[config.mk]
export PLATFORM = sky130hd
export DESIGN_NAME = bounded_set_table_top_flat
export DESIGN_NICKNAME = d
export VERILOG_FILES = /design/src/bst_pkg.sv /design/src/bst_cmd_if.sv /design/src/bst_res_if.sv /design/src/bounded_set_table_top.sv /design/src/flat_wrapper.sv
export SDC_FILE = /design/constraint.sdc
export NUM_CORES = 1
export LEC_CHECK = 0
export BUFFER_PORTS_ARGS = -buffer_cell sky130_fd_sc_hd__clkbuf_2
export CORE_MARGIN = 4
export CORE_UTILIZATION = 44
export CTS_BUF_LIST = sky130_fd_sc_hd__clkbuf_8
export DETAILED_ROUTE_END_ITERATION = 8
export GPL_ROUTABILITY_DRIVEN = 0
export HOLD_SLACK_MARGIN = 0.02
export PLACE_DENSITY = 0.69
export SETUP_SLACK_MARGIN = 0.3
export SLEW_MARGIN = 20
export SYNTH_ARGS = -nofsm -noshare
export SYNTH_HDL_FRONTEND = slang
export SYNTH_SLANG_ARGS = --single-unit
[constraint.sdc]
create_clock -name clk -period 4.45 [get_ports clk]
set_clock_uncertainty 0.15 [all_clocks]
set_input_delay 1.1125 -clock clk [delete_from_list [all_inputs] [get_ports clk]]
set_output_delay 1.1125 -clock clk [all_outputs]
set_load 0.01 [all_outputs]
[src/bst_pkg.sv]
// bst_pkg: shared types and codes for the bounded set table.
// Field widths, command and status codes, and the controller state type.
// Used by the channel interfaces and by bounded_set_table_top.
`default_nettype none

package bst_pkg;

  // payload field widths
  localparam int CMD_W    = 2;
  localparam int VALUE_W  = 32;
  localparam int STATUS_W = 2;
  localparam int POS_W    = 4;
  localparam int SIZE_W   = 5;

  // command codes
  localparam logic [CMD_W-1:0] CMD_ADD    = 2'd0;
  localparam logic [CMD_W-1:0] CMD_REMOVE = 2'd1;
  localparam logic [CMD_W-1:0] CMD_LOOKUP = 2'd2;
  localparam logic [CMD_W-1:0] CMD_CLEAR  = 2'd3;

  // status codes
  localparam logic [STATUS_W-1:0] STAT_OK      = 2'd0;
  localparam logic [STATUS_W-1:0] STAT_FULL    = 2'd1;
  localparam logic [STATUS_W-1:0] STAT_DUP     = 2'd2;
  localparam logic [STATUS_W-1:0] STAT_MISSING = 2'd3;

  // controller states
  typedef enum logic [2:0] {
    S_IDLE,
    S_SCAN,
    S_MOVE_RD,
    S_MOVE_WR,
    S_RESP
  } state_t;

endpackage

`default_nettype wire

[src/bst_cmd_if.sv]
// bst_cmd_if: command channel (valid/ready plus command and value).
// Depends on bst_pkg for field widths.
`default_nettype none

interface bst_cmd_if;
  logic                           valid;
  logic                           ready;
  logic [bst_pkg::CMD_W-1:0]      command;
  logic [bst_pkg::VALUE_W-1:0]    value;

  modport source (output valid, output command, output value, input ready);
  modport sink   (input valid, input command, input value, output ready);
endinterface

`default_nettype wire

[src/bst_res_if.sv]
// bst_res_if: result channel (valid/ready plus status, position and size).
// Depends on bst_pkg for field widths.
`default_nettype none

interface bst_res_if;
  logic                           valid;
  logic                           ready;
  logic [bst_pkg::STATUS_W-1:0]   status;
  logic [bst_pkg::POS_W-1:0]      position;
  logic [bst_pkg::SIZE_W-1:0]     size;

  modport source (output valid, output status, output position, output size, input ready);
  modport sink   (input valid, input status, input position, input size, output ready);
endinterface

`default_nettype wire

[src/bounded_set_table_top.sv]
// bounded_set_table_top: fixed-capacity set of distinct values.
// Depends on bst_pkg, bst_cmd_if and bst_res_if.
//
// Usage:
//   cmd : one beat per command (add, remove, lookup, clear) with its value.
//   res : exactly one beat per command: status, position and size after it.
//   The entries live in a single-port-read, single-port-write memory with a
//   registered read. A command is taken only while the controller is idle;
//   the block works on one command at a time.
// Sequence:
//   Clear, and add to a full set, skip the scan: the controller goes from
//   idle straight to the result state. Add, lookup and remove scan the
//   entries; a remove that finds its value then reads the last entry and
//   writes it into the freed slot. After the result beat the controller
//   returns to idle before a new command is taken. The scan issues one
//   memory read per cycle and compares the previous read, so the scan
//   length follows the entry count.
// Reset:
//   rst empties the set (count to zero) and idles the controller; the
//   memory itself is not cleared, as only entries below count are read.
// Stall:
//   The result holds in its output register while res.ready is low, and no
//   new command is taken until that beat has gone.
`default_nettype none

module bounded_set_table_top #(
  parameter int CAPACITY   = 16,
  parameter int VALUE_BITS = 32
) (
  input  wire logic clk,
  input  wire logic rst,
  bst_cmd_if.sink   cmd,
  bst_res_if.source res
);

  localparam int CNT_W = $clog2(CAPACITY + 1);
  localparam int IDX_W = (CAPACITY > 1) ? $clog2(CAPACITY) : 1;

  // entry storage
  logic [VALUE_BITS-1:0] mem [CAPACITY];
  logic [VALUE_BITS-1:0] rd_data;
  logic [IDX_W-1:0]      rd_addr;
  logic                  mem_we;
  logic [IDX_W-1:0]      wr_addr;
  logic [VALUE_BITS-1:0] wr_data;

  // control and working registers
  bst_pkg::state_t              state, state_next;
  logic [CNT_W-1:0]             count, count_next;
  logic [CNT_W-1:0]             iss_idx, iss_idx_next;
  logic [IDX_W-1:0]             cmp_idx, cmp_idx_next;
  logic                         cmp_valid, cmp_valid_next;
  logic [IDX_W-1:0]             hit_idx, hit_idx_next;
  logic [bst_pkg::CMD_W-1:0]    cmd_q, cmd_q_next;
  logic [VALUE_BITS-1:0]        key, key_next;
  logic [bst_pkg::STATUS_W-1:0] res_status, res_status_next;
  logic [bst_pkg::POS_W-1:0]    res_pos, res_pos_next;

  // helpers
  logic                              cmd_beat;
  logic                              is_full;
  logic                              hit;
  logic                              issue;
  logic [CNT_W-1:0]                  last_cnt;
  logic [2*bst_pkg::VALUE_W-1:0]     value_ext;
  logic [VALUE_BITS-1:0]             cmd_key;
  logic [IDX_W+bst_pkg::POS_W-1:0]   cmp_pos_ext;
  logic [CNT_W+bst_pkg::POS_W-1:0]   cnt_pos_ext;
  logic [CNT_W+bst_pkg::SIZE_W-1:0]  size_ext;

  assign cmd_beat    = cmd.valid && cmd.ready;
  assign is_full     = (count >= CNT_W'(CAPACITY));
  assign hit         = cmp_valid && (rd_data == key);
  assign issue       = (state == bst_pkg::S_SCAN) && !hit && (iss_idx < count);
  assign last_cnt    = count - CNT_W'(1);
  assign value_ext   = {{bst_pkg::VALUE_W{1'b0}}, cmd.value};
  assign cmd_key     = value_ext[VALUE_BITS-1:0];
  assign cmp_pos_ext = {{bst_pkg::POS_W{1'b0}}, cmp_idx};
  assign cnt_pos_ext = {{bst_pkg::POS_W{1'b0}}, count};
  assign size_ext    = {{bst_pkg::SIZE_W{1'b0}}, count};

  // memory: one write, one registered read per cycle
  always_ff @(posedge clk) begin
    if (mem_we) begin
      mem[wr_addr] <= wr_data;
    end
    rd_data <= mem[rd_addr];
  end

  // next state
  always_comb begin
    state_next = state;
    case (state)
      bst_pkg::S_IDLE: begin
        if (cmd_beat) begin
          if (cmd.command == bst_pkg::CMD_CLEAR ||
              (cmd.command == bst_pkg::CMD_ADD && is_full)) begin
            state_next = bst_pkg::S_RESP;
          end else begin
            state_next = bst_pkg::S_SCAN;
          end
        end
      end
      bst_pkg::S_SCAN: begin
        if (hit) begin
          state_next = (cmd_q == bst_pkg::CMD_REMOVE) ? bst_pkg::S_MOVE_RD
                                                      : bst_pkg::S_RESP;
        end else if (iss_idx == count) begin
          state_next = bst_pkg::S_RESP;
        end
      end
      bst_pkg::S_MOVE_RD: state_next = bst_pkg::S_MOVE_WR;
      bst_pkg::S_MOVE_WR: state_next = bst_pkg::S_RESP;
      bst_pkg::S_RESP: begin
        if (res.ready) begin
          state_next = bst_pkg::S_IDLE;
        end
      end
      default: state_next = bst_pkg::S_IDLE;
    endcase
  end

  // datapath and memory control
  always_comb begin
    count_next      = count;
    iss_idx_next    = iss_idx;
    cmp_idx_next    = cmp_idx;
    cmp_valid_next  = 1'b0;
    hit_idx_next    = hit_idx;
    cmd_q_next      = cmd_q;
    key_next        = key;
    res_status_next = res_status;
    res_pos_next    = res_pos;
    rd_addr         = iss_idx[IDX_W-1:0];
    mem_we          = 1'b0;
    wr_addr         = hit_idx;
    wr_data         = rd_data;
    case (state)
      bst_pkg::S_IDLE: begin
        iss_idx_next = '0;
        if (cmd_beat) begin
          cmd_q_next      = cmd.command;
          key_next        = cmd_key;
          res_status_next = bst_pkg::STAT_OK;
          res_pos_next    = '0;
          if (cmd.command == bst_pkg::CMD_CLEAR) begin
            count_next = '0;
          end else if (cmd.command == bst_pkg::CMD_ADD && is_full) begin
            res_status_next = bst_pkg::STAT_FULL;
          end
        end
      end
      bst_pkg::S_SCAN: begin
        // pipelined scan: issue entry i while comparing entry i-1
        if (issue) begin
          iss_idx_next   = iss_idx + CNT_W'(1);
          cmp_idx_next   = iss_idx[IDX_W-1:0];
          cmp_valid_next = 1'b1;
        end
        if (hit) begin
          case (cmd_q)
            bst_pkg::CMD_ADD: begin
              res_status_next = bst_pkg::STAT_DUP;
            end
            bst_pkg::CMD_REMOVE: begin
              hit_idx_next = cmp_idx;
              res_pos_next = cmp_pos_ext[bst_pkg::POS_W-1:0];
            end
            default: begin
              res_pos_next = cmp_pos_ext[bst_pkg::POS_W-1:0];
            end
          endcase
        end else if (iss_idx == count) begin
          // scan ended without a match
          if (cmd_q == bst_pkg::CMD_ADD) begin
            mem_we       = 1'b1;
            wr_addr      = count[IDX_W-1:0];
            wr_data      = key;
            count_next   = count + CNT_W'(1);
            res_pos_next = cnt_pos_ext[bst_pkg::POS_W-1:0];
          end else begin
            res_status_next = bst_pkg::STAT_MISSING;
          end
        end
      end
      bst_pkg::S_MOVE_RD: begin
        // fetch the last entry
        rd_addr = last_cnt[IDX_W-1:0];
      end
      bst_pkg::S_MOVE_WR: begin
        // move it into the freed slot
        mem_we     = 1'b1;
        wr_addr    = hit_idx;
        wr_data    = rd_data;
        count_next = last_cnt;
      end
      default: begin
      end
    endcase
  end

  // registers
  always_ff @(posedge clk) begin
    if (rst) begin
      state     <= bst_pkg::S_IDLE;
      count     <= '0;
      cmp_valid <= 1'b0;
    end else begin
      state     <= state_next;
      count     <= count_next;
      cmp_valid <= cmp_valid_next;
    end
    iss_idx    <= iss_idx_next;
    cmp_idx    <= cmp_idx_next;
    hit_idx    <= hit_idx_next;
    cmd_q      <= cmd_q_next;
    key        <= key_next;
    res_status <= res_status_next;
    res_pos    <= res_pos_next;
  end

  // channel outputs
  assign cmd.ready    = (state == bst_pkg::S_IDLE);
  assign res.valid    = (state == bst_pkg::S_RESP);
  assign res.status   = res_status;
  assign res.position = res_pos;
  assign res.size     = size_ext[bst_pkg::SIZE_W-1:0];

  // checks
  a_count_bound: assert property (@(posedge clk) disable iff (rst)
    count <= CNT_W'(CAPACITY))
    else $error("entry count exceeds capacity");

  a_clear_empties: assert property (@(posedge clk) disable iff (rst)
    (cmd_beat && cmd.command == bst_pkg::CMD_CLEAR) |=> (count == '0))
    else $error("clear left entries behind");

  a_write_in_range: assert property (@(posedge clk) disable iff (rst)
    mem_we |-> (32'(wr_addr) < CAPACITY))
    else $error("memory write outside capacity");

  a_reject_keeps_count: assert property (@(posedge clk) disable iff (rst)
    (res.valid && (res.status == bst_pkg::STAT_FULL ||
     res.status == bst_pkg::STAT_DUP || res.status == bst_pkg::STAT_MISSING))
    |-> !mem_we)
    else $error("rejected command wrote the memory");

endmodule

`default_nettype wire

[src/flat_wrapper.sv]
// flat-port wrapper written by rule: the top's interface ports become plain ports
module bounded_set_table_top_flat 
#(
  parameter int CAPACITY   = 16,
  parameter int VALUE_BITS = 32
)
  (clk, rst, cmd_valid, cmd_command, cmd_value, cmd_ready, res_valid, res_status, res_position, res_size, res_ready);
  bst_cmd_if cmd_i ();
  bst_res_if res_i ();
  input  wire logic clk;
  input  wire logic rst;
  input wire logic [$bits(cmd_i.valid)-1:0] cmd_valid;
  input wire logic [$bits(cmd_i.command)-1:0] cmd_command;
  input wire logic [$bits(cmd_i.value)-1:0] cmd_value;
  output wire logic [$bits(cmd_i.ready)-1:0] cmd_ready;
  output wire logic [$bits(res_i.valid)-1:0] res_valid;
  output wire logic [$bits(res_i.status)-1:0] res_status;
  output wire logic [$bits(res_i.position)-1:0] res_position;
  output wire logic [$bits(res_i.size)-1:0] res_size;
  input wire logic [$bits(res_i.ready)-1:0] res_ready;
  assign cmd_i.valid = cmd_valid;
  assign cmd_i.command = cmd_command;
  assign cmd_i.value = cmd_value;
  assign cmd_ready = cmd_i.ready;
  assign res_valid = res_i.valid;
  assign res_status = res_i.status;
  assign res_position = res_i.position;
  assign res_size = res_i.size;
  assign res_i.ready = res_ready;
  bounded_set_table_top #(.CAPACITY(CAPACITY), .VALUE_BITS(VALUE_BITS)) u_core (.clk(clk), .rst(rst), .cmd(cmd_i), .res(res_i));
endmodule
Yosys cells after proc, flatten, opt, wreduce, memory -nomap -nowiden
Memory sizes are Yosys's and may differ from the RTL's. A register that Yosys moved wholly into a read port is not among the register bits.
Index checks and enable logic that the tools add are counted.
W data, S select, Z words.
- reductions and logical operators: 21
- equality and inequality tests: 20
- multiplexer cells: 45
- bitwise operators: 1
- $add $sub $neg: 3
- $lt $le $gt $ge: 2
- operators with widths (cell ; count):
    $mux W32 ; 4
    $mux W4 ; 10
    $eq A32 B32 Y1 ; 1
    $mux W5 ; 6
    $mux W3 ; 6
    $pmux W3 S5 ; 1
    $pmux W5 S3 ; 1
    $mux W2 ; 6
    $add A5 B1 Y5 const B ; 2
    $ne A2 B2 Y1 const B ; 5
    $pmux W5 S2 ; 1
    $reduce_and A5 Y1 ; 2
    $ne A3 B2 Y1 const B ; 3
    $pmux W4 S2 ; 1
    $mux W1 ; 7
    $eq A3 B2 Y1 const B ; 2
    $ne A3 B3 Y1 const B ; 2
    $reduce_and A2 Y1 ; 3
    $reduce_and A3 Y1 ; 2
    $reduce_and A6 Y1 ; 1
    $eq A5 B5 Y1 ; 1
    $ge A5 B5 Y1 const B ; 1
    $logic_and A1 B1 Y1 ; 5
    $lt A5 B5 Y1 ; 1
    other kinds (16) ; 18
- bits of input ports: 38
- flip-flop bits (word level): 62
- memories kept: 1
- word-level logic and storage cells: 103
- output and inout port bits: 13
- RAM bits: 512
- memory list (name ; depth ; bits a word ; rd ports ; clocked after memory_dff ; write ports ; line ; RTL):
    u_core.mem ; 16 ; 32 ; 1 ; 1 ; 1 ; bounded_set_table_top.sv:40 ; logic [VALUE_BITS-1:0] mem [CAPACITY];

Logic depth before layout (Yosys ltp)
Gate-level depths: netlist of the first run.
- depth in word-level cells: 7
- depth in mapped cells: 10
- mapped depth without buffers: 8

Least setup slack after synthesis of the first run
Ideal clock, no wire load.
- path type: register -> register
- start point: register u_core.count[1] (netlist: u_core.res.size[1])
- end point: memory u_core.mem[10][0] (enable)
- required time: 3.828 ns
- clock period less this slack: 4.980 ns
- buffers on the path: 2
- data arrival time: 4.358 ns
- stages on the path, launching flop included: 10
- setup slack: -0.530 ns
- library setup time: 0.472 ns
- path through: dfxtp_1 > clkbuf_1 > inv_1 > ha_1 > and3_1 > nand4_1 > nor2_1 > nand2_4 > buf_6 > o32ai_1
- cells in the longest elaborated chain, start to end: 6
- elaborated cells between the ends (all ways): 10
- those cells by class: eq/ne (1); mux (9)
- ends and longest elaborated chain (item ; line ; RTL):
    from (decl) ; bounded_set_table_top.sv:49 ; logic [CNT_W-1:0] count, count_next;
    from (signal assigned) ; bounded_set_table_top.sv:210 ; count <= count_next;
    $eq A5 B5 Y1 ; bounded_set_table_top.sv:173 ; end else if (iss_idx == count) begin
    $mux W1 ; bounded_set_table_top.sv:173 ;
    $mux W1 ; bounded_set_table_top.sv:160 ; if (hit) begin
    $pmux W1 S2 ; bounded_set_table_top.sv:138 ; case (state)
    $mux W1 ; bounded_set_table_top.sv:84 ; if (mem_we) begin
    $mux W1 (not written as such) ; bounded_set_table_top.sv:85 ; mem[wr_addr] <= wr_data;
    to (decl) ; bounded_set_table_top.sv:40 ;
Several ways; a longest one is shown, not always the timed one.

Worst setup path in the final report of the first run
- start point: register u_core.count[1] (netlist: u_core.res.size[1])
- end point: memory u_core.mem[1][15] (enable)
The elaborated chain is that of the path after synthesis.

==> metrics, run 1 <==
Max Slew Vio Count=0; relative slew slack=25.8%; sequence of cells on the critical path=inv_1, ha_1, and3_1, nand4_1, nor2_1, nand4_1, o22ai_4, buf_12; setup slack, reg-to-reg=0.57 ns; HP Class=reg -> reg; Area Overhead vs Synth=14.1%; Die Y-Extent=246 um; design area=28,300 um2; hold_buf cts=0; required time of the worst setup path=4.69 ns; sequential element share of the synthesized area=71.6%; Max Fclk=0.257 GHz; Pre-Repair DR Iteration Count=5; Max-cap violations=0; Unique masters post-synth=52; sequential power share=44.6%; Final period util=87.3%; core area=55,500 um2; switch share=31.5%; final hold viol count=0; mean post-synth cell area=17.5 um2; Post-synth ARST share=0%; multiplexer share of the synthesized area=20.9%; CTS tree=done; Setup CP Type=reg -> reg; Max VDD drop=0.000361 V; Max Buffers Root-to-Sink=3; DR vias/cell=5.43; Power Internal=11.5 mW; gr usage total=18.7%; status=complete, no violations; Mapped Cells=1,417; top post-synthesis cells by area=edfxtp_1, mux2i_1, dfxtp_1; routed length per instance=23.9 um; Synth Area in Compound Gates=1.66%; largest net degree at the start of global routing=71; non-filler cells, final=2,371; Synth Flop Type=edfxtp_1; clock power share=26.9%; total area of sequential cells=17,800 um2; Worst-Skew Late Latency=0.70 ns; # IOs=51; RSZ-0062 raised after global routing=false; initial DRC count=1,272; main combinational cell family by area after synthesis=multiplexers; Die ar.=60,300 um2; Synth Area in Simple Gates=2.47%; CP delay by family, top=simple AND/OR/NAND/NOR gates; leakage power=10.4 nW; minimum clock period=3.88 ns; layout cells sized above 1=15.3%; combinational share of power=28.5%; GRT overflow=0; CP Max Fanout=18; Post-Synthesis Cell Area=24,800 um2; Startpoint Class=flop; DRT antenna net count=0; Worst-Margin Slew=1.11 ns; FP Rows=86; Post-CTS Setup Repair Bufs=0; Critical-path top delay cell=o22ai_4; crit-path most repeated cell=nand4_1; adder-cell share of the synthesized area=0.403%; Post-synth EDFFs=565; ANT cells=0; crit path buf inv count=2; vias in the first global route=13.0k; PD cells=594 nW/um2; Final Net Count=1,585; Residual DRC=0; Worst setup EP type=flop; initial antenna violation count=1; area of the multi-input gates=6960 um2; most instantiated cells after synthesis=edfxtp_1, mux2i_1, buf_2; # clock sinks=606; PostCTS Resize Cnt=0; post-synthesis xor/xnor area fraction=1.31%; # setup viols final=0; Initial Util=44.7%; Crit path arrival time=4.13 ns; Root Buffer=clkbuf_8; Synth Register Bits=606; Area after DPL=26,400 um2; Net Sw Power=5.30 mW; Reg clk slew, reported paths=0.06 ns; first-pass GRT wire length=83.6 mm; CTS Buf Count=98; Synth top area share=68.3%; final WL=56.6 mm; H-tree lvl count=3; via count=12.9k; Synth Warn #=0; HPWL after detailed placement=31.8 mm; # fillers=4,539; placed instance count=2,187; die extent in x=246 um; post-synth top area cell=edfxtp_1; CP peak stage delay=0.99 ns; Mapped Nets=1,463; count leader, synth=edfxtp_1; number of port buffers=50
-- registers in the layout, indices dropped and copies added, names as in the netlist, 3 cells and up --
| register | count |
|---|---|
| u_core.res.position | 4 |
| u_core.res.size | 5 |
| u_core.mem | 512 |
| u_core.hit_idx | 4 |
| u_core.cmp_idx | 4 |
| u_core.iss_idx | 5 |
| u_core.key | 32 |
| u_core.state | 3 |
| u_core.rd_data | 32 |
-- power by group through the flow --
stage          Combinational (mW)  Clock (mW)  Sequential [mW]
6_report                     4.80        4.52             7.51
3_3_place_gp                 4.74           0             7.61
4_1_cts                      4.80        4.63             7.51
2_1_floorplan                3.50           0             7.55
5_1_grt                      5.15        4.92             7.53
3_5_place_dp                 4.79           0             7.62
-- area by class of cell --
class | count | share of cell area [%]
Timing Repair Buffer | 90 | 2.52
Clock buffer | 110 | 5.34
Tap cell | 748 | 3.30
Clock inverter | 74 | 1.28
Sequential cell | 606 | 62.8
Inverter | 14 | 0.186
Multi-Input combinational cell | 729 | 24.6
-- metal layers --
layer	GRT usage, %	up-vias	share of wire [%]
li1	-	5819	-
met1	25.8	6539	44
met2	30.1	428	47
met3	3.78	99	5.7
met4	5.92	0	2.6
met5	0	-	0
-- final timing paths --
check                                     end  depth (start not counted)                       startpoint
setup / recovery  u_core.mem[1][15]$_DFFE_PP_                          8  u_core.res.size[1]$_SDFFE_PP0P_
hold / removal    u_core.hit_idx[0]$_DFFE_PP_                          0      u_core.cmp_idx[0]$_DFFE_PP_
hold reg to reg   u_core.hit_idx[0]$_DFFE_PP_                          0      u_core.cmp_idx[0]$_DFFE_PP_
setup reg to reg  u_core.mem[1][15]$_DFFE_PP_                          8  u_core.res.size[1]$_SDFFE_PP0P_
-- kinds of logic (layout without fill, tap and decap cells) --
group	after synthesis	after routing
AOI/OAI and AO/OA	59	59
adders and majority gates	8	8
buffers and inverters	82	288
muxes	515	515
xor gates and xnor gates	37	37
and+or+nand+nor	110	110
DFF	606	606
-- through the flow --
step	TNS, ns	utilization, %	power [mW]	setup WS, ns	hold slack (ns)
global placement	0	47.6	12.4	0.700	0.327
finish	0	51.0	16.8	0.566	0.341
floorplan	-114.10	-	11.0	-0.530	0.276
global route	0	51.0	17.6	0.444	0.361
detailed placement	0	47.6	12.4	0.626	0.314
CTS	0	51.0	16.9	0.617	0.356
-- cells in the final DEF (no fill, tap or decap), types with 3 or more instances in the layout --
master,netlist,layout
o32ai_4,0,9
nand4_1,4,4
inv_6,0,3
a21oi_1,10,9
o21ai_0,5,5
nand2_1,24,24
buf_12,0,13
ha_1,8,8
nand4b_1,3,3
or3_1,3,3
o31ai_1,6,4
o311ai_0,3,3
mux2_1,32,32
clkinv_1,0,8
nor2_1,20,20
or2_2,3,3
xor2_1,35,35
clkbuf_2,0,50
o211ai_1,4,4
clkbuf_8,0,110
nand2b_1,11,11
o22ai_4,0,5
dfxtp_1,41,41
buf_4,0,27
nor3_1,3,3
inv_1,14,61
edfxtp_1,565,565
clkinv_2,0,12
nand3_1,9,9
nor4_1,11,11
mux2i_1,483,481
a31oi_1,4,4
(Power assumes the default switching activity.)
==> run 2, diff against run 1 <==
--- a/config.mk
+++ b/config.mk
@@ -5,12 +5,12 @@
 export SDC_FILE = /design/constraint.sdc
 export NUM_CORES = 1
 export LEC_CHECK = 0
+export ABC_AREA = 1
 export BUFFER_PORTS_ARGS = -buffer_cell sky130_fd_sc_hd__clkbuf_2
 export CORE_MARGIN = 4
 export CORE_UTILIZATION = 44
 export CTS_BUF_LIST = sky130_fd_sc_hd__clkbuf_8
 export DETAILED_ROUTE_END_ITERATION = 8
-export GPL_ROUTABILITY_DRIVEN = 0
 export HOLD_SLACK_MARGIN = 0.02
 export PLACE_DENSITY = 0.69
 export SETUP_SLACK_MARGIN = 0.3
==> metrics, run 2 <==
Net Sw Power=6.27 mW (+18%); sequential element share of the synthesized area=72.7% (+1.0 points); number of port buffers=50 (unchanged); multiplexer share of the synthesized area=0% (-21 points); Mapped Cells=1,996 (+41%); first-pass GRT wire length=95.4 mm (+14%); Reg2Reg Depth=12 (+4); DRT antenna net count=0 (unchanged); adder-cell share of the synthesized area=0.409% (+0.0059 points); leakage power=9.79 nW (-6.0%); top post-synthesis cells by area=edfxtp_1, o21ai_0, nor2_1; biggest regs=u_core.mem x512, u_core.key x32, u_core.rd_data x32; GRT overflow=0 (unchanged); RSZ-0062 raised after global routing=false; routed length per instance=21.5 um (-10%); Residual DRC=0 (unchanged); required time of the worst setup path=4.67 ns (-0.02 ns); max FFs per register=512 (unchanged); PD cells=627 nW/um2 (+5.5%); total power=17.5 mW (+4.2%); Hold Path Cell Cnt=0 (unchanged); mean post-synth cell area=12.3 um2 (-30%); Synth top area share=69.3% (+1.0 points); setup TNS=0 ns (unchanged); sequence of cells on the critical path=clkinv_1, ha_1, nand2_1, nor2_1, nand2_1, nor2_2, buf_4, nand2_2, o21ai_0, nand2_1, nor2_4, buf_12; main combinational cell family by area after synthesis=compound AO/OA/AOI/OAI gates; clock power share=25.9% (-1.0 points); design area=28,000 um2 (-1.2%); Final period util=84.1% (-3.1 points); combinational share of power=30.3% (+1.8 points); die extent in x=244 um (-0.70%); DR vias/cell=5.63 (+3.7%); Max-cap violations=0 (unchanged); vias in the first global route=16.0k (+23%); Pre-Repair DR Iteration Count=6 (+1); FP Rows=86 (unchanged); Area after DPL=26,100 um2 (-1.2%); Post-Synthesis Cell Area=24,500 um2 (-1.4%); Final Net Count=2,154 (+36%); Startpoint Class=flop; Setup CP Type=reg -> reg; initial DRC count=2,046 (+61%); Hold Worst Slack=0.338 ns (-0.00260 ns); Max VDD drop=0.000281 V (-22%); CP peak stage delay=0.62 ns (-0.37 ns); H-tree lvl count=3 (unchanged); switch share=35.7% (+4.2 points); initial antenna violation count=3 (+2); Post-CTS Setup Repair Bufs=0 (unchanged); pre-CTS WS=0.793 ns (+0.168 ns); Post-synth EDFFs=565 (unchanged); Synth Area in Compound Gates=11.7% (+10 points); Placer Congestion=0.969; # setup viols final=0 (unchanged); Worst-Margin Slew=1.01 ns (-0.101 ns); count leader, synth=edfxtp_1; minimum clock period=3.74 ns (-0.139 ns); commonest non-fill, non-tap cell in the layout=edfxtp_1; status=complete, no violations; Die ar.=59,500 um2 (-1.4%); Max Fclk=0.267 GHz (+3.7%); final hold viol count=0 (unchanged); Synth Area in Simple Gates=11.0% (+8.5 points); final WL=63.2 mm (+12%); most frequent cells in the layout=edfxtp_1, nor2_1, o21ai_0, nand2_1, inv_1; Top reg by flops=u_core.mem; gr usage total=20.9% (+2.2 points); Power Internal=11.3 mW (-2.2%); Worst setup EP type=flop; Max Buffers Root-to-Sink=3 (unchanged); HPWL after detailed placement=37.5 mm (+18%); Post-synth ARST share=0% (unchanged); layout cells sized above 1=13.1% (-2.2 points); sequential power share=43.8% (-0.8 points); Worst-Skew Late Latency=0.69 ns (about the same); Initial Util=44.4% (-0.30 points); CTS Buf Count=95 (-3.1%); Crit path arrival time=3.97 ns (-0.16 ns); relative slew slack=32.3% (+6.5 points); Critical-path top delay cell=nor2_4; post-synthesis xor/xnor area fraction=0.429% (-0.88 points); PostCTS Resize Cnt=0 (unchanged); Reg clk slew, reported paths=0.07 ns (about the same); final worst setup slack=0.705 ns (+0.139 ns); # clock sinks=606 (unchanged); post-synth top area cell=edfxtp_1; Synth Register Bits=606 (unchanged); most instantiated cells after synthesis=edfxtp_1, nor2_1, o21ai_0; largest net degree at the start of global routing=87 (+23%); Die Y-Extent=244 um (-0.70%); CTS tree=done; setup slack, reg-to-reg=0.71 ns (+0.14 ns); via count=16.6k (+28%); Synth Flop Type=edfxtp_1; HP Class=reg -> reg; Mapped Nets=2,042 (+40%); Max Slew Vio Count=0 (unchanged); crit-path most repeated cell=nand2_1; Root Buffer=clkbuf_8; CP Max Fanout=17 (-1); # IOs=51 (unchanged); hold_buf cts=0 (unchanged); Synth Warn #=0 (unchanged); core area=55,100 um2 (-0.78%); Area Overhead vs Synth=14.4%; Unique masters post-synth=38 (-27%)
run 2: changes by cell type after synthesis, moves of 37 or more:
| cell | delta |
|---|---|
| mux2i_1 | -483 |
| nor2_1 | +345 |
| o21ai_0 | +273 |
| nand2_1 | +196 |
| inv_1 | +74 |
| o211ai_1 | +66 |
| o221ai_1 | +57 |
| nand3_1 | +55 |
| clkbuf_1 | +37 |
run 2: logic make-up after synthesis:
family,Yosys count
xor gates and xnor gates,12
adders and majority gates,8
DFF,606
and+or+nand+nor,674
buffers and inverters,213
AOI/OAI and AO/OA,483
run 2: power by group through the flow:
stage | Sequential [mW] | Clock, mW | Combinational (mW)
CTS | 7.66 | 4.63 | 5.24
detailed placement | 7.78 | 0 | 5.22
floorplan | 7.69 | 0 | 3.25
global placement | 7.77 | 0 | 5.11
finish | 7.68 | 4.55 | 5.31
global route | 7.70 | 4.91 | 5.81
run 2: worst max-delay path: cells and delay by family (launching register included):
kind                     cells  cell delay [ns]
AND/OR/NAND/NOR              7             1.52
flip-flops                   1             0.39
buffers and inverters        3             0.68
adder cells (fa/ha/maj)      1             0.35
AO/OA/AOI/OAI                1             0.33
run 2: through the flow:
step	instances	utilization, %
floorplan	1996	-
global placement	2759	47.4
detailed placement	2759	47.4
CTS	2937	50.8
global route	2938	50.8
finish	2939	50.8
run 2: final cells by class:
cell class              instances  area [um2]
diodes                          2        5.00
clock buffers                  97        1340
clock inverters                81         509
fillers                      4704       27100
inverters                      98         370
multi-input cells            1177        5920
flip-flops and latches        606       17800
well taps                     748         936
repair buffers                130        1130
run 2: final timing paths:
kind | start | end
max | u_core.res.size[3]$_SDFFE_PP0P_ | u_core.mem[13][31]$_DFFE_PP_
max reg2reg | u_core.res.size[3]$_SDFFE_PP0P_ | u_core.mem[13][31]$_DFFE_PP_
min reg2reg | u_core.cmp_idx[3]$_DFFE_PP_ | u_core.hit_idx[3]$_DFFE_PP_
min | u_core.cmp_idx[3]$_DFFE_PP_ | u_core.hit_idx[3]$_DFFE_PP_
run 2: routing by layer:
layer  routed length, um  up-vias  GRT usage (%)
met3                6430      120           4.46
met5                   0        -              0
met4                1610        0           7.46
li1                    -     7478              -
met1               26300     8048           29.6
met2               28800      909           32.0
